## config.mk

```make
export PLATFORM = sky130hd
export DESIGN_NAME = receiver_token_queue
export DESIGN_NICKNAME = d
export VERILOG_FILES = /design/src/rtl/core/rtq_pkg.sv /design/src/rtl/core/rtq_slot.sv /design/src/rtl/core/rtq_div.sv /design/src/rtl/core/receiver_token_queue.sv
export VERILOG_INCLUDE_DIRS = /design/src /design/src/rtl/core
export SDC_FILE = /design/constraint.sdc
export NUM_CORES = 2
export LEC_CHECK = 0
export BUFFER_PORTS_ARGS = -buffer_cell sky130_fd_sc_hd__buf_2
export CAP_MARGIN = 20
export CORE_ASPECT_RATIO = 0.9
export CORE_MARGIN = 1.5
export CORE_UTILIZATION = 60
export DETAILED_ROUTE_END_ITERATION = 10
export GPL_TIMING_DRIVEN = 0
export PLACE_DENSITY = 0.87
export SLEW_MARGIN = 0
export SYNTH_ARGS = -nofsm -noshare
export SYNTH_HDL_FRONTEND = slang
export SYNTH_SLANG_ARGS = --single-unit
```

## constraint.sdc

```tcl
create_clock -name i_clk -period 9.05 [get_ports i_clk]
set_input_delay 0.4525 -clock i_clk [delete_from_list [all_inputs] [get_ports i_clk]]
set_output_delay 0.4525 -clock i_clk [all_outputs]
set_load 0.02 [all_outputs]
```

## src/rtl/core/receiver_token_queue_macros.svh

```systemverilog
// Assertion macros shared by the token queue RTL.
// Each macro checks a property on the rising edge of i_clk and is
// switched off while i_rst_n is low.
`ifndef RECEIVER_TOKEN_QUEUE_MACROS_SVH
`define RECEIVER_TOKEN_QUEUE_MACROS_SVH

`ifndef SYNTHESIS
// Antecedent and consequent in the same cycle.
`define RTQ_ASSERT_SAME(lbl, ant, cons) \
    lbl: assert property (@(posedge i_clk) disable iff (!i_rst_n) (ant) |-> (cons)) \
        else $error("token queue assertion failed");
// Consequent in the cycle after the antecedent.
`define RTQ_ASSERT_NEXT(lbl, ant, cons) \
    lbl: assert property (@(posedge i_clk) disable iff (!i_rst_n) (ant) |=> (cons)) \
        else $error("token queue assertion failed");
`else
`define RTQ_ASSERT_SAME(lbl, ant, cons)
`define RTQ_ASSERT_NEXT(lbl, ant, cons)
`endif

`endif

```

## src/rtl/core/rtq_pkg.sv

```systemverilog
`default_nettype none

package rtq_pkg;

    // Field widths of the request and result records.
    localparam int RANK_W     = 6;
    localparam int FUNC_W     = 2;
    localparam int SLOTS_W    = 7;
    localparam int HW_W       = 7;

    // Configuration port.
    localparam int CFG_IDX_W  = 2;
    localparam int CFG_DATA_W = 64;
    localparam int MASK_W     = 64;

    // Position generator and remainder unit.
    localparam int LFSR_W     = 32;
    localparam logic [LFSR_W-1:0] LFSR_TAPS = 32'h8020_0003;
    localparam int DIV_BITS   = 4;

    localparam int DEFAULT_QUEUE_DEPTH = 64;

    // Request function codes.
    localparam logic [FUNC_W-1:0] FUNC_ADD  = 2'd0;
    localparam logic [FUNC_W-1:0] FUNC_SNAP = 2'd1;
    localparam logic [FUNC_W-1:0] FUNC_RET  = 2'd2;

    // Configuration register indexes.
    localparam logic [CFG_IDX_W-1:0] REG_MASK = 2'd0;
    localparam logic [CFG_IDX_W-1:0] REG_SEED = 2'd1;

    typedef logic [RANK_W-1:0] t_rank;

    typedef struct packed {
        logic [FUNC_W-1:0]  func;
        t_rank              rank;
        logic [SLOTS_W-1:0] slots_free;
        logic               batch_start;
    } t_req;

    typedef struct packed {
        t_rank              token_rank;
        logic               token_valid;
        logic               last;
        logic [HW_W-1:0]    high_water;
        logic               overflow;
    } t_res;

    // Control broadcast to every slot of the chain.
    typedef struct packed {
        logic  ins;
        logic  drain;
        t_rank tok;
    } t_slot_ctl;

    // One step of the Galois LFSR, shifting right.
    function automatic logic [LFSR_W-1:0] lfsr_next(input logic [LFSR_W-1:0] v);
        logic [LFSR_W-1:0] s;
        s = v >> 1;
        if (v[0]) begin
            s = s ^ LFSR_TAPS;
        end
        return s;
    endfunction

endpackage

`default_nettype wire

```

## src/rtl/core/rtq_slot.sv

```systemverilog
`default_nettype none

// One slot of the token chain. On an insert, slots at or above the
// insert position move one place toward the tail; on a drain every
// slot takes its tail-side neighbor.
module rtq_slot #(
    parameter int INDEX = 0,
    parameter int POS_W = 7
) (
    input  wire logic              i_clk,
    input  wire rtq_pkg::t_slot_ctl i_ctl,
    input  wire logic [POS_W-1:0]  i_pos,
    input  wire rtq_pkg::t_rank    i_left,
    input  wire rtq_pkg::t_rank    i_right,
    output logic [rtq_pkg::RANK_W-1:0] o_tok
);
    import rtq_pkg::*;

    localparam logic [POS_W-1:0] MY_POS = POS_W'(INDEX);

    t_rank r_tok;
    t_rank n_tok;

    // Choose the next content of this slot.
    always_comb begin
        n_tok = r_tok;
        if (i_ctl.drain) begin
            n_tok = i_right;
        end else if (i_ctl.ins) begin
            if (MY_POS == i_pos) begin
                n_tok = i_ctl.tok;
            end else if (MY_POS > i_pos) begin
                n_tok = i_left;
            end
        end
    end

    always_ff @(posedge i_clk) begin
        r_tok <= n_tok;
    end

    assign o_tok = r_tok;

endmodule

`default_nettype wire

```

## src/rtl/core/rtq_div.sv

```systemverilog
`default_nettype none

`include "receiver_token_queue_macros.svh"

// Remainder of a 32-bit value by the fill count, restoring method,
// DIV_BITS quotient bits per cycle.
module rtq_div #(
    parameter int POS_W = 7
) (
    input  wire logic                       i_clk,
    input  wire logic                       i_rst_n,
    input  wire logic                       i_start,
    input  wire logic [rtq_pkg::LFSR_W-1:0] i_dividend,
    input  wire logic [POS_W-1:0]           i_divisor,
    output logic                            o_done,
    output logic [POS_W-1:0]                o_rem
);
    import rtq_pkg::*;

    localparam int STEPS = LFSR_W / DIV_BITS;
    localparam int CNT_W = (STEPS > 1) ? $clog2(STEPS) : 1;
    localparam logic [CNT_W-1:0] LAST_STEP = CNT_W'(STEPS - 1);

    logic              r_busy;
    logic              r_done;
    logic [CNT_W-1:0]  r_step;
    logic [LFSR_W-1:0] r_dvd;
    logic [POS_W-1:0]  r_dvs;
    logic [POS_W-1:0]  r_rem;

    logic [LFSR_W-1:0] n_dvd;
    logic [POS_W:0]    w_rem;

    // A few dependent shift-and-subtract steps per cycle.
    always_comb begin
        w_rem = {1'b0, r_rem};
        n_dvd = r_dvd;
        for (int i = 0; i < DIV_BITS; i++) begin
            w_rem = {w_rem[POS_W-1:0], n_dvd[LFSR_W-1]};
            n_dvd = n_dvd << 1;
            if (w_rem >= {1'b0, r_dvs}) begin
                w_rem = w_rem - {1'b0, r_dvs};
            end
        end
    end

    // Control of the iteration.
    always_ff @(posedge i_clk) begin
        if (!i_rst_n) begin
            r_busy <= 1'b0;
            r_done <= 1'b0;
            r_step <= '0;
        end else begin
            r_done <= 1'b0;
            if (i_start) begin
                r_busy <= 1'b1;
                r_step <= '0;
            end else if (r_busy) begin
                r_step <= r_step + 1'b1;
                if (r_step == LAST_STEP) begin
                    r_busy <= 1'b0;
                    r_done <= 1'b1;
                end
            end
        end
    end

    // Datapath of the iteration.
    always_ff @(posedge i_clk) begin
        if (i_start) begin
            r_dvd <= i_dividend;
            r_dvs <= i_divisor;
            r_rem <= '0;
        end else if (r_busy) begin
            r_dvd <= n_dvd;
            r_rem <= w_rem[POS_W-1:0];
        end
    end

    assign o_done = r_done;
    assign o_rem  = r_rem;

    `RTQ_ASSERT_NEXT(a_done_after_busy, !r_busy, !r_done)
    `RTQ_ASSERT_SAME(a_rem_below_divisor, r_done, r_rem < r_dvs)

endmodule

`default_nettype wire

```

## src/rtl/core/receiver_token_queue.sv

```systemverilog
// Receiver token queue.
// Requests arrive on i_req and are taken at a clock edge with start high and
// busy low. An add appends one token, or inserts slots_free tokens at
// pseudo-random positions; a return puts one token back near the head; a
// snapshot drains the queue in order on o_res, one result per cycle marked
// by o_res_valid, with last on the final one.
// An append, a return, an ignored request and an empty snapshot leave busy
// low, so a new request may follow at once; an empty snapshot shows its
// result in the cycle after acceptance. A snapshot holds busy until its last
// token is drained; its first result passes the state and result registers.
// A multi-token add holds busy until every token is done: each token steps
// the generator, then goes to the head of an empty queue, is dropped by a
// full one, or is inserted where the remainder unit picks.
// The user must write configuration (i_cfg_we, i_cfg_idx, i_cfg_data) only
// while the block is idle; the block itself does not enforce this. Writing
// the seed reloads the position generator.
// After reset the queue is empty, no ranks are enabled and the seed is one.
// Results are shown for exactly one cycle; the receiver cannot stall them.
`default_nettype none

`include "receiver_token_queue_macros.svh"

module receiver_token_queue #(
    parameter int QUEUE_DEPTH = rtq_pkg::DEFAULT_QUEUE_DEPTH
) (
    input  wire logic                           i_clk,
    input  wire logic                           i_rst_n,
    input  wire logic                           start,
    output logic                                busy,
    input  wire rtq_pkg::t_req                  i_req,
    output logic                                o_res_valid,
    output rtq_pkg::t_res                       o_res,
    input  wire logic                           i_cfg_we,
    input  wire logic [rtq_pkg::CFG_IDX_W-1:0]  i_cfg_idx,
    input  wire logic [rtq_pkg::CFG_DATA_W-1:0] i_cfg_data
);
    import rtq_pkg::*;

    localparam int POS_W = $clog2(QUEUE_DEPTH + 1);
    localparam logic [POS_W-1:0] DEPTH_C = POS_W'(QUEUE_DEPTH);

    localparam logic [1:0] S_IDLE  = 2'd0;
    localparam logic [1:0] S_STEP  = 2'd1;
    localparam logic [1:0] S_DIV   = 2'd2;
    localparam logic [1:0] S_DRAIN = 2'd3;

    logic [1:0]         r_state, n_state;
    logic [POS_W-1:0]   r_fill, n_fill;
    logic [POS_W-1:0]   r_peak, n_peak;
    logic [POS_W-1:0]   r_ret, n_ret;
    logic [POS_W-1:0]   r_left, n_left;
    logic [SLOTS_W-1:0] r_cnt, n_cnt;
    logic [LFSR_W-1:0]  r_lfsr, n_lfsr;
    logic [MASK_W-1:0]  r_mask;
    logic               r_drop, n_drop;
    logic               r_ov, n_ov;
    t_rank              r_tok, n_tok;
    logic               r_res_valid, n_res_valid;
    t_res               r_res, n_res;

    logic               w_acc;
    logic               w_full;
    logic               w_tok_done;
    logic [POS_W-1:0]   w_base;
    logic               w_div_start;
    logic               w_div_done;
    logic [POS_W-1:0]   w_div_rem;
    t_slot_ctl          w_ctl;
    logic [POS_W-1:0]   w_pos;
    t_rank              w_slot [QUEUE_DEPTH];

    assign busy   = (r_state != S_IDLE);
    assign w_acc  = start && !busy;
    assign w_full = (r_fill == DEPTH_C);

    // Position of a returned token: the head for a new batch, else the
    // saved position clamped to the current fill.
    assign w_base = i_req.batch_start ? '0 : ((r_ret > r_fill) ? r_fill : r_ret);

    // Request decode and sequencing.
    always_comb begin
        n_state     = r_state;
        n_fill      = r_fill;
        n_peak      = r_peak;
        n_ret       = r_ret;
        n_left      = r_left;
        n_cnt       = r_cnt;
        n_lfsr      = r_lfsr;
        n_drop      = r_drop;
        n_ov        = r_ov;
        n_tok       = r_tok;
        n_res_valid = 1'b0;
        n_res       = r_res;
        w_tok_done  = 1'b0;
        w_div_start = 1'b0;
        w_ctl.ins   = 1'b0;
        w_ctl.drain = 1'b0;
        w_ctl.tok   = r_tok;
        w_pos       = '0;

        case (r_state)
            S_IDLE: begin
                if (w_acc) begin
                    case (i_req.func)
                        FUNC_ADD: begin
                            if (r_mask[i_req.rank]) begin
                                if (i_req.slots_free == SLOTS_W'(1)) begin
                                    if (w_full) begin
                                        n_drop = 1'b1;
                                    end else begin
                                        w_ctl.ins = 1'b1;
                                        w_ctl.tok = i_req.rank;
                                        w_pos     = r_fill;
                                        n_fill    = r_fill + 1'b1;
                                    end
                                end else if (i_req.slots_free != '0) begin
                                    n_cnt   = i_req.slots_free;
                                    n_tok   = i_req.rank;
                                    n_state = S_STEP;
                                end
                            end
                        end
                        FUNC_SNAP: begin
                            n_ov   = r_drop;
                            n_drop = 1'b0;
                            if (r_fill == '0) begin
                                n_res_valid       = 1'b1;
                                n_res.token_rank  = '0;
                                n_res.token_valid = 1'b0;
                                n_res.last        = 1'b1;
                                n_res.high_water  = HW_W'(r_peak);
                                n_res.overflow    = r_drop;
                            end else begin
                                n_left  = r_fill;
                                n_fill  = '0;
                                n_state = S_DRAIN;
                            end
                        end
                        FUNC_RET: begin
                            if (w_full) begin
                                n_drop = 1'b1;
                                n_ret  = w_base;
                            end else begin
                                w_ctl.ins = 1'b1;
                                w_ctl.tok = i_req.rank;
                                w_pos     = w_base;
                                n_fill    = r_fill + 1'b1;
                                n_ret     = w_base + 1'b1;
                            end
                        end
                        default: begin
                        end
                    endcase
                end
            end
            S_STEP: begin
                n_lfsr = lfsr_next(r_lfsr);
                if (w_full) begin
                    n_drop     = 1'b1;
                    w_tok_done = 1'b1;
                end else if (r_fill == '0) begin
                    w_ctl.ins  = 1'b1;
                    w_pos      = '0;
                    n_fill     = r_fill + 1'b1;
                    w_tok_done = 1'b1;
                end else begin
                    w_div_start = 1'b1;
                    n_state     = S_DIV;
                end
            end
            S_DIV: begin
                if (w_div_done) begin
                    w_ctl.ins  = 1'b1;
                    w_pos      = w_div_rem;
                    n_fill     = r_fill + 1'b1;
                    w_tok_done = 1'b1;
                end
            end
            S_DRAIN: begin
                w_ctl.drain       = 1'b1;
                n_res_valid       = 1'b1;
                n_res.token_rank  = w_slot[0];
                n_res.token_valid = 1'b1;
                n_res.last        = (r_left == POS_W'(1));
                n_res.high_water  = HW_W'(r_peak);
                n_res.overflow    = r_ov;
                n_left            = r_left - 1'b1;
                if (r_left == POS_W'(1)) begin
                    n_state = S_IDLE;
                end
            end
            default: begin
                n_state = S_IDLE;
            end
        endcase

        // One token of a multi-token add finished.
        if (w_tok_done) begin
            n_cnt   = r_cnt - 1'b1;
            n_state = (r_cnt == SLOTS_W'(1)) ? S_IDLE : S_STEP;
        end

        // Track the highest fill.
        if (n_fill > r_peak) begin
            n_peak = n_fill;
        end

        // A seed write reloads the generator; zero counts as one.
        if (i_cfg_we && i_cfg_idx == REG_SEED) begin
            n_lfsr = (i_cfg_data[LFSR_W-1:0] == '0) ? LFSR_W'(1) : i_cfg_data[LFSR_W-1:0];
        end
    end

    // Control registers.
    always_ff @(posedge i_clk) begin
        if (!i_rst_n) begin
            r_state     <= S_IDLE;
            r_fill      <= '0;
            r_peak      <= '0;
            r_ret       <= '0;
            r_left      <= '0;
            r_cnt       <= '0;
            r_lfsr      <= LFSR_W'(1);
            r_drop      <= 1'b0;
            r_ov        <= 1'b0;
            r_res_valid <= 1'b0;
        end else begin
            r_state     <= n_state;
            r_fill      <= n_fill;
            r_peak      <= n_peak;
            r_ret       <= n_ret;
            r_left      <= n_left;
            r_cnt       <= n_cnt;
            r_lfsr      <= n_lfsr;
            r_drop      <= n_drop;
            r_ov        <= n_ov;
            r_res_valid <= n_res_valid;
        end
    end

    // Payload registers.
    always_ff @(posedge i_clk) begin
        r_tok <= n_tok;
        r_res <= n_res;
    end

    // Rank enable register.
    always_ff @(posedge i_clk) begin
        if (!i_rst_n) begin
            r_mask <= '0;
        end else if (i_cfg_we && i_cfg_idx == REG_MASK) begin
            r_mask <= i_cfg_data[MASK_W-1:0];
        end
    end

    // Remainder unit for random insert positions.
    rtq_div #(
        .POS_W (POS_W)
    ) u_div (
        .i_clk      (i_clk),
        .i_rst_n    (i_rst_n),
        .i_start    (w_div_start),
        .i_dividend (n_lfsr),
        .i_divisor  (r_fill),
        .o_done     (w_div_done),
        .o_rem      (w_div_rem)
    );

    // Chain of token slots, head at index zero.
    for (genvar g = 0; g < QUEUE_DEPTH; g++) begin : g_slot
        t_rank w_left;
        t_rank w_right;
        if (g == 0) begin : g_head
            assign w_left = '0;
        end else begin : g_mid_l
            assign w_left = w_slot[g-1];
        end
        if (g == QUEUE_DEPTH - 1) begin : g_tail
            assign w_right = '0;
        end else begin : g_mid_r
            assign w_right = w_slot[g+1];
        end
        rtq_slot #(
            .INDEX (g),
            .POS_W (POS_W)
        ) u_slot (
            .i_clk   (i_clk),
            .i_ctl   (w_ctl),
            .i_pos   (w_pos),
            .i_left  (w_left),
            .i_right (w_right),
            .o_tok   (w_slot[g])
        );
    end

    assign o_res_valid = r_res_valid;
    assign o_res       = r_res;

    `RTQ_ASSERT_SAME(a_fill_bound, 1'b1, r_fill <= DEPTH_C)
    `RTQ_ASSERT_NEXT(a_res_source, !(w_acc && i_req.func == FUNC_SNAP) && r_state != S_DRAIN, !o_res_valid)
    `RTQ_ASSERT_NEXT(a_drain_end, r_state == S_DRAIN && r_left == POS_W'(1), o_res.last && !busy)
    `RTQ_ASSERT_NEXT(a_div_wait, r_state == S_DIV && !w_div_done, r_state == S_DIV && r_fill == $past(r_fill))

endmodule

`default_nettype wire

```

-- Yosys cells after proc, flatten, opt, wreduce, memory -nomap -nowiden
Cells that the tools add are included.
- logic and storage cells: 770
- output and inout port bits: 18
- register bits: 593
- reductions and logical operators: 160
- bitwise logic cells: 4
- $lt $le $gt $ge: 71
- $add $sub $neg: 9
- muxes and demuxes: 348
- equal/unequal tests: 91
- operators by type and width (cell ; number):
    6-bit 2-to-1 mux ; 259
    6-bit by 7-bit == test with 1-bit output, first input constant ; 32
    6-bit by 7-bit > comparator with 1-bit output, first input constant ; 32
    7-bit 2-to-1 mux ; 31
    32-bit 2-to-1 mux ; 6
    3-bit nonzero test ; 63
    2-bit AND reduction ; 64
    5-bit by 7-bit == test with 1-bit output, first input constant ; 16
    5-bit by 7-bit > comparator with 1-bit output, first input constant ; 16
    4-bit by 7-bit == test with 1-bit output, first input constant ; 8
    4-bit by 7-bit > comparator with 1-bit output, first input constant ; 8
    16-bit 2-to-1 mux ; 3
    7-bit case mux with 2 select lines ; 3
    7-bit case mux with 3 select lines ; 2
    8-bit by 7-bit >= comparator with 1-bit output ; 4
    32-bit logical NOT ; 1
    16-bit case mux with 2 select lines ; 1
    3-bit by 7-bit == test with 1-bit output, first input constant ; 4
    3-bit by 7-bit > comparator with 1-bit output, first input constant ; 4
    7-bit subtractor ; 4
    1-bit 2-to-1 mux ; 24
    2-bit nonzero test ; 11
    7-bit by 1-bit == test with 1-bit output, second input constant ; 3
    2-bit 2-to-1 mux ; 9
    40 further kinds ; 75

-- Logic depth before layout (Yosys ltp)
- depth in word-level cells: 12
- gate-level depth with buffers: 37
- mapped depth without buffers: 35

-- Least setup slack after synthesis
OpenSTA, ideal clock, no wires.
- path type: register -> register
- start point: reg u_div.r_dvd[31]
- end point: reg u_div.r_rem[2], in the netlist u_div.o_rem[2]
- arrival: 7.757 ns
- stages on the path, launching flop included: 37
- library setup time: 0.178 ns
- setup slack: 1.115 ns
- clock period less this slack: 7.935 ns
- cells stage by stage: edfxtp_1 -> inv_1 -> ha_1 -> inv_1 -> fa_1 -> a211oi_1 -> o21ai_0 -> a31oi_1 -> mux2_2 -> ha_1 -> nand2b_1 -> a21oi_1 -> o21ai_0 -> and3_1 -> o22a_1 -> clkbuf_1 -> mux2i_1 -> ha_1 -> nor2b_1 -> o21ai_0 -> a21o_1 -> a31oi_1 -> or2_2 -> mux2i_1 -> clkbuf_1 -> mux2i_1 -> fa_1 -> a21o_1 -> a21oi_1 -> o21bai_1 -> a21oi_1 -> o31ai_1 -> a21oi_1 -> nand2_1 -> mux2_2 -> o22ai_1 -> o32ai_1
- word-level cells in the longest chain between the ends: 8
- elaborated cells between the ends (all ways): 12
- ends and longest elaborated chain (item ; RTL line ; text):
    from (decl) ; rtq_div.sv:27 ; logic [LFSR_W-1:0] r_dvd;
    from (signal assigned) ; rtq_div.sv:71 ; r_dvd <= i_dividend;
    from (signal assigned) ; rtq_div.sv:75 ; r_dvd <= n_dvd;
    7-bit subtractor or 8-bit by 7-bit >= comparator with 1-bit output (tied branches) ; rtq_div.sv:42, rtq_div.sv:41 ;
    7-bit 2-to-1 mux * ; rtq_div.sv:41 ; if (w_rem >= {1'b0, r_dvs}) begin
    7-bit subtractor or 8-bit by 7-bit >= comparator with 1-bit output (tied branches) ; rtq_div.sv:42, rtq_div.sv:41 ;
    7-bit 2-to-1 mux * ; rtq_div.sv:41 ;
    8-bit by 7-bit >= comparator with 1-bit output or 7-bit subtractor (tied branches) ; rtq_div.sv:41, rtq_div.sv:42 ;
    7-bit 2-to-1 mux * ; rtq_div.sv:41 ;
    7-bit subtractor or 8-bit by 7-bit >= comparator with 1-bit output (tied branches) ; rtq_div.sv:42, rtq_div.sv:41 ;
    7-bit 2-to-1 mux * ; rtq_div.sv:41 ;
    to (signal assigned) ; rtq_div.sv:76 ; r_rem <= w_rem[POS_W-1:0];
    to (decl) ; rtq_div.sv:29 ; logic [POS_W-1:0] r_rem;
Every way passes the cells marked *; elsewhere a longest branch is shown, timed or not.
A chain may end at the register's enable or synchronous reset.

-- Worst setup path after layout
- start point: reg u_div.r_dvs[0]
- end point: reg u_div.r_rem[3], in the netlist u_div.o_rem[3]
- word-level cells in the longest chain between the ends: 8
- elaborated cells between the ends (all ways): 12
- ends and longest elaborated chain (item ; RTL line ; text):
    from (decl) ; rtq_div.sv:28 ; logic [POS_W-1:0] r_dvs;
    from (signal assigned) ; rtq_div.sv:72 ; r_dvs <= i_divisor;
    7-bit subtractor or 8-bit by 7-bit >= comparator with 1-bit output (tied branches) ; rtq_div.sv:42, rtq_div.sv:41 ;
    7-bit 2-to-1 mux ; rtq_div.sv:41 ;
    7-bit subtractor or 8-bit by 7-bit >= comparator with 1-bit output (tied branches) ; rtq_div.sv:42, rtq_div.sv:41 ;
    7-bit 2-to-1 mux ; rtq_div.sv:41 ;
    7-bit subtractor or 8-bit by 7-bit >= comparator with 1-bit output (tied branches) ; rtq_div.sv:42, rtq_div.sv:41 ;
    7-bit 2-to-1 mux ; rtq_div.sv:41 ;
    7-bit subtractor or 8-bit by 7-bit >= comparator with 1-bit output (tied branches) ; rtq_div.sv:42, rtq_div.sv:41 ;
    7-bit 2-to-1 mux * ; rtq_div.sv:41 ;
Marked as above.

==> impl_metrics.yaml <==
run_status:
  status: "complete, no violations"
place:
  dp_cells: 4179
  hpwl_mm: 93.76
  place.gp.congestion: 1.061
  dpl_cell_area_um2: 34850
  numPortBuffers: 102
die:
  rows: 81
  dieArea_um2: 57050
  die_x_um: 251.6
  core_area_um2: 54630
  chipHeight_um: 226.7
  pin_count: 104
  start_util_pct: 61.09
pwr:
  power_frac_seq_pct: 37.7
  leakage_nw: 13.62
  vdd_drop_max_uv: 1452
  power.internal_mw: 7.669
  clkPwrFrac_pct: 21.4
  p_sw_mw: 4.816
  powerDensity_nw_per_um2: 336.7
  finalPower_mw: 12.48
  combPwrFrac_pct: 40.9
  netSwitchingFraction_pct: 38.57
clock_network:
  cts_buffer_depth: 3
  cts_tree: "done"
  cts-buffers-inserted: 60
  clk_pin_slew_worst_paths_ps: 60
  cts_root_buf: "clkbuf_16"
  htree_levels: 2
  clk-insertion-delay-late_ps: 670
  cts_sinks: 593
yosys:
  async_reset_ff_share_pct: 0
  synth-compound-area-share_pct: 19.35
  yosysSeqAreaShare_pct: 48.74
  synth_nets: 3514
  synth_fa_ha_area_share_pct: 2.414
  yosysMostFrequentCell: "nand2_1"
  yosysWarnings: 0
  synth_top_area_share_pct: 39.50
  synth-seq-cells: 593
  yosys.area.top_type: "edfxtp_1"
  ys.flop_type: "edfxtp_1"
  synth_mux_area_share_pct: 5.901
  synth_area_um2: 33370
  synth_common_cells: "nand2_1, edfxtp_1, clkbuf_1"
  yosys.cell_types.count: 97
  synthXorXnorAreaFrac_pct: 0.4986
  post_synth.cell_area_avg_um2: 9.915
  synth_edf_count: 439
  synth_top_family_by_area: "compound AO/OA/AOI/OAI gates"
  synth_cells: 3366
  yosys.area_share.simple_pct: 18.29
  synth_area_leaders: "edfxtp_1, dfxtp_1, mux2i_1"
min_path:
  holdPathStages: 3
  hold_path_class: "input port to register"
  holdPathEnd: "r_mask[53]"
  holdCritStartpoint: "i_cfg_data[53]"
drt:
  avgViaCountPerCell: 7.268
  via_count: 31334
  dr.pass1.iters: 11
  routed_wl_mm: 129.3
  ant_nets: 0
  drc: 0
  dr.first_iter.drc_count: 4994
  wl_per_cell_um: 29.98
global_routing:
  antenna_found_initial: 10
  grt_pass1_vias: 28883
  grt_max_degree: 34
  grtUsageTotal_pct: 44.66
  overflow: 0
  grt_first_pass_wirelength_mm: 187.1
critical_path:
  ff2ff_setup_slack_ps: 590
  cp.arrival_ps: 8980
  start_kind: "register"
  crit_required_ps: 9570
  crit_path_end_kind: "register"
  reg2reg_depth: 36
  worstReg2RegEnd: "u_div.o_rem[3]"
  worstSetupPathType: "register to register"
  slowest_stage: "fa_1"
  slowest_delay_ps: 480
  worstReg2RegStart: "u_div.r_dvs[0]"
  critPathMaxFanout: 10
sta:
  max-slew-margin-rel_pct: 6.657
  min_period_ps: 8464
  setup_viol: 0
  worstMarginPinSlew_ps: 1394
  finalClockSkew_ps: 43.75
  timing.fmax_mhz: 118.2
  hold_viol_final: 0
  hold_slack_ps: 37.98
  slew_viol_final: 0
  period_share_pct: 93.52
cells_and_area:
  area_growth_pct: 11.11
  drive_gt1_share_pct: 9.755
  postLayoutCellArea_um2: 37080
  fin_util_pct: 67.88
  nFillCells: 4203
  stdcell_count: 4311
  nets: 3697
flow_run:
  drv_cap: 0
## metal layers
| layer | track usage [%] | share of wire (%) | vias up |
|---|---|---|---|
| li1 | - | - | 13111 |
| met1 | 57.58 | 36 | 14819 |
| met2 | 64.18 | 41 | 2803 |
| met3 | 15.31 | 15 | 597 |
| met4 | 28.45 | 7.5 | 4 |
| met5 | 0.4329 | 0.021 | - |
## worst max-delay path by stage
stage,endpoint,slack [ps],startpoint
after floorplan,u_div.o_rem[2],1110,u_div.r_dvd[31]
after global placement,u_div.o_rem[5],-50,u_div.r_dvs[0]
after detailed placement,u_div.o_rem[5],-240,u_div.r_dvs[0]
after CTS,u_div.o_rem[5],100,u_div.r_dvs[0]
after global routing,u_div.o_rem[6],-40,u_div.r_dvs[0]
final,u_div.o_rem[3],590,u_div.r_dvs[0]
## sequential cells by signal, indices dropped and copies added (netlist names)
signal	cells
r_peak	7
r_tok	6
r_ret	7
o_res_valid	1
r_state	2
u_div.o_rem	7
u_div.r_dvd	32
u_div.r_step	3
u_div.r_dvs	7
u_div.o_done	1
r_left	7
r_cnt	7
r_fill	7
r_drop	1
g_slot.u_slot.o_tok	384
o_res	16
u_div.r_busy	1
r_mask	64
r_lfsr	32
r_ov	1
## final cells by class
| class | count | area [um^2] | share of cell area, % |
|---|---|---|---|
| tap | 705 | 882.1 | 2.379 |
| inverter | 120 | 450.4 | 1.215 |
| clock inverter | 37 | 399.1 | 1.076 |
| buffer | 282 | 1152 | 3.108 |
| timing repair buffer | 122 | 694.4 | 1.873 |
| sequential | 593 | 16270 | 43.86 |
| clock buffer | 74 | 1669 | 4.501 |
| multi-input combinational | 2370 | 15550 | 41.93 |
| antenna | 8 | 20.02 | 0.05399 |
## placed cells by master (no fill, tap or decap), types with 44 or more instances in the layout
master and instances:
nand2_1 467, a221o_1 160, a21o_1 44, o21ai_0 204
o311ai_0 62, a21oi_1 199, clkbuf_1 230, and2_1 53
nand3_1 139, nor3_1 48, edfxtp_1 439, dfxtp_1 154
mux2i_1 180, clkbuf_16 64, nor2_1 177, inv_1 116
nor3b_1 133, ha_1 58, buf_2 143
## cell families after synthesis
group	Yosys count
adder cells (fa/ha/maj)	62
multiplexers	195
AND/OR/NAND/NOR	1193
flip-flops	593
buffers and inverters	403
XOR/XNOR	19
AO/OA/AOI/OAI	901
## power by group through the flow
stage	Clock (mW)	Combinational, mW	Sequential [mW]
after floorplan	0	3.52	4.51
after global placement	0	4.68	4.69
after detailed placement	0	4.82	4.71
after CTS	2.64	4.88	4.67
after global routing	2.75	5.51	4.76
final	2.67	5.11	4.71
## through the flow
stage / setup TNS (ps) / setup WS, ps
floorplan: 0 / 1115
global placement: -199.1 / -49.31
detailed placement: -1291 / -237.3
CTS: 0 / 102.7
global route: -64.28 / -43.38
finish: 0 / 586.2
## critical path: cells and delay by family, from the launching register on
family / cells / cell delay [ps]
flip-flops: 1 / 470
AND/OR/NAND/NOR: 5 / 810
adder cells (fa/ha/maj): 5 / 1830
AO/OA/AOI/OAI: 18 / 3440
multiplexers: 4 / 980
buffers and inverters: 4 / 780
## what timing repair did
item / 4_1_cts / 5_1_grt
hold buffers: 0 / 0
setup endpoints to repair: 7 / 7
buffers inserted: 0 / 3
cloned: 0 / 0
gates resized for setup: 2 / 8
pin swaps: 0 / 1
Power figures use the tool's default switching activity.
